### src/design/swps_ram.sv
`timescale 1ns / 1ps
`default_nettype none
// ----------------------------------------------------------------------------
// swps_ram: generic simple dual port ram
// One write port, one read port with registered read data.
// ----------------------------------------------------------------------------
module swps_ram #(
    parameter int WIDTH = 8,
    parameter int DEPTH = 16
) (
    input  wire logic                     aclk,
    input  wire logic                     wr_en,
    input  wire logic [$clog2(DEPTH)-1:0] wr_addr,
    input  wire logic [WIDTH-1:0]         wr_data,
    input  wire logic [$clog2(DEPTH)-1:0] rd_addr,
    output logic      [WIDTH-1:0]         rd_data
);

    logic [WIDTH-1:0] mem [DEPTH];

    // write port and registered read
    always_ff @(posedge aclk) begin
        if (wr_en) begin
            mem[wr_addr] <= wr_data;
        end
        rd_data <= mem[rd_addr];
    end

endmodule
`default_nettype wire

### config.mk
export PLATFORM = sky130hd
export DESIGN_NAME = swps_ram
export DESIGN_NICKNAME = d
export VERILOG_FILES = /design/src/design/swps_ram.sv
export SDC_FILE = /design/constraint.sdc
export NUM_CORES = 1
export LEC_CHECK = 0
export ABC_AREA = 1
export BUFFER_PORTS_ARGS = -buffer_cell sky130_fd_sc_hd__buf_2
export CAP_MARGIN = 20
export CORE_UTILIZATION = 60
export CTS_BUF_LIST = sky130_fd_sc_hd__clkbuf_2
export CTS_CLUSTER_DIAMETER = 100
export CTS_CLUSTER_SIZE = 14
export DETAILED_ROUTE_END_ITERATION = 12
export GPL_ROUTABILITY_DRIVEN = 0
export GPL_TIMING_DRIVEN = 1
export PLACE_DENSITY = 0.75
export SLEW_MARGIN = 20
export SYNTH_ARGS = -nofsm -noshare
export SYNTH_HDL_FRONTEND = slang
export SYNTH_SLANG_ARGS = --single-unit
### constraint.sdc
create_clock -name aclk -period 1.7 [get_ports aclk]
set_clock_uncertainty 0.1 [all_clocks]
set_input_delay 0.17 -clock aclk [delete_from_list [all_inputs] [get_ports aclk]]
set_output_delay 0.17 -clock aclk [all_outputs]
set_load 0.02 [all_outputs]
==> out/results.ini <==
[status]
outcome=complete, no violations

[place]
io_buffers=25
placed_area_mm2=0.00610
hpwl_um=7790
dp.cells=706

[timing]
hold_viol=0
slew_headroom_pct=69.8
tns_ps=0
setup_violations=0
fmax_ghz=0.609
period_needed_ps=1640
tightestPinTransition_ps=453
slew_violations=0
rsz0062_at_grt=no
finalCritPeriodShare_pct=96.6

[clocking]
postCtsSetupBuffers=0
cts_sinks=136
cts_tree=done
cts_root_buf=clkbuf_2
cts_buffer_depth=2
clock_latency_ps=690
htreeDepth=4
cts.clk_slew.worst_paths_ps=220
cts_made_buffers=17

[power_and_ir_drop]
p_switching_mw=1.63
seqPwrFrac_pct=58.8
comb_power_share_pct=8.2
power_mw=6.40
powerDensity_mw_per_mm2=969
p_int_mw=4.78
power.leakage_nw=2.91
swShare_pct=25.4
pwr-share-clk_pct=33.0
peakVddDrop_v=0.000778

[synthesis]
syn-instance-count=551
yosys-top-cells-area=edfxtp_1, nand2_1, nand3_1
avgSynthCellArea_um2=10.5
yosysTopAreaCell=edfxtp_1
yosys_warnings=0
synth_cell_type_count=12
syn_nets=569
synth_area_mm2=0.00577
yosysTopAreaCellShare_pct=66.7
ys_seq_area_share_pct=69.4
synth-seq-cells=136

[setup_path]
crit_arrival_ps=1990
r2r_slack_ps=100
r2r-end=rd_data[0]
cp_max_fo=6
endpoint=mem[7][0]
required_ps=2050
start_kind=input port
criticalPathCategory=in -> reg
startpoint=wr_en
reg2reg_from=mem[11][0]
r2r_cells=7
crit_path_end_kind=flip-flop

[min_path]
worstHoldPathType=in -> reg

[global_route]
first_global_vias=3709
grt.total_usage_pct=27.6
antenna_found_initial=0
grt_first_pass_wirelength_um=19600
grt_max_degree=44
grt_overflow=0

[drt]
first_pass_iters=7
wirelength_um=12600
drc=0
routed_via_density=5.24
initialDrtViolationCount=525
ant_nets=0
wl_per_cell_um=16.6
via_count=3988

[layout]
layout_common_cells=nand2_1, edfxtp_1, inv_1
fin_area_mm2=0.00661
area_growth_pct=14.6
fill_cells=679
final_layout_size_suffix_gt1_share_pct=13.4
final_common_cell=nand2_1
diodes=0
nets=637
finalNonFillerCells=761

[floorplan]
start_util_pct=62.1
die_x_um=100
pin_count=26
die_area_mm2=0.0100
num_rows=35
core_mm2=0.00928
chipHeight_um=100

[run]
maxCapViolCount=0

-- synthesized netlist by cell type --
| cell type | count |
|---|---|
| nand2_1 | 173 |
| buf_1 | 1 |
| dfxtp_1 | 8 |
| inv_2 | 2 |
| buf_6 | 6 |
| nand3_1 | 97 |
| buf_2 | 13 |
| buf_4 | 4 |
| nand3b_1 | 2 |
| nor2_1 | 17 |
| inv_1 | 100 |
| edfxtp_1 | 128 |
-- power by group through the flow --
stage                     clock network (mW)  registers (mW)  logic [mW]
after floorplan                            0            3.86       0.264
after global placement                     0            3.84       0.470
after detailed placement                   0            3.84       0.479
after CTS                               2.12            3.77       0.521
after global routing                    2.26            3.77       0.578
final                                   2.11            3.77       0.528
-- what timing repair did --
action	4_1_cts	5_1_grt
hold endpoints to repair	189	0
endpoints found under the setup margin	0	2
hold buffers	23	0
resized for setup	0	2
-- final cells by class --
type	instances	area, um^2	share of cell area (%)
Sequential cell	136	4000	60.6
Tap cell	129	161	2.44
Clock buffer	17	85.1	1.29
Clock inverter	15	188	2.84
Inverter	102	383	5.79
Timing Repair Buffer	73	568	8.60
Multi-Input combinational cell	289	1220	18.4
-- layer usage --
metal | vias to the layer above | track usage, % | routed length [um]
li1 | 1908 | - | -
met1 | 1821 | 38.9 | 5300
met2 | 232 | 41.8 | 5790
met3 | 27 | 6.34 | 1220
met4 | 0 | 12.2 | 328
met5 | - | 0 | 0
-- metrics by stage --
| step | hold slack [ps] | setup slack (ps) | utilization (%) |
|---|---|---|---|
| 5_1_grt | 32.1 | 12.0 | 71.2 |
| 6_report | 25.6 | 57.7 | 71.2 |
| 2_1_floorplan | 169 | 479 | - |
| 3_5_place_dp | 451 | 257 | 65.7 |
| 4_1_cts | 7.52 | 68.5 | 71.1 |
| 3_3_place_gp | 440 | 253 | 65.7 |
-- worst max-delay path, stage by stage --
cell           delay, ps
dlygate4sd3_1        520
buf_2                130
nand3b_1             130
dlygate4sd3_1        610
nor2_1               210
buf_4                210
-- how the worst min path moves through the flow --
stage | start | end | slack [ps] | cells after the start
after floorplan | wr_data[0] | mem[0][0] | 170 | 0
after global placement | rd_addr[3] | rd_data[6] | 440 | 3
after detailed placement | rd_addr[3] | rd_data[3] | 450 | 3
after CTS | rd_addr[0] | rd_data[5] | 8 | 7
after global routing | rd_addr[0] | rd_data[1] | 30 | 7
final | rd_addr[0] | rd_data[5] | 30 | 7
-- flip-flops by register name, indices dropped and copies added, names as in the netlist --
register / cells
mem: 128
rd_data: 8
-- cells by family (layout without fill, tap and decap cells) --
kind of cell | count (synthesis) | count (layout) | synth area share [%]
DFF | 136 | 136 | 69.4
and+or+nand+nor | 289 | 289 | 21.0
buffers and inverters | 126 | 207 | 9.52
Power figures use the tool's default switching activity.
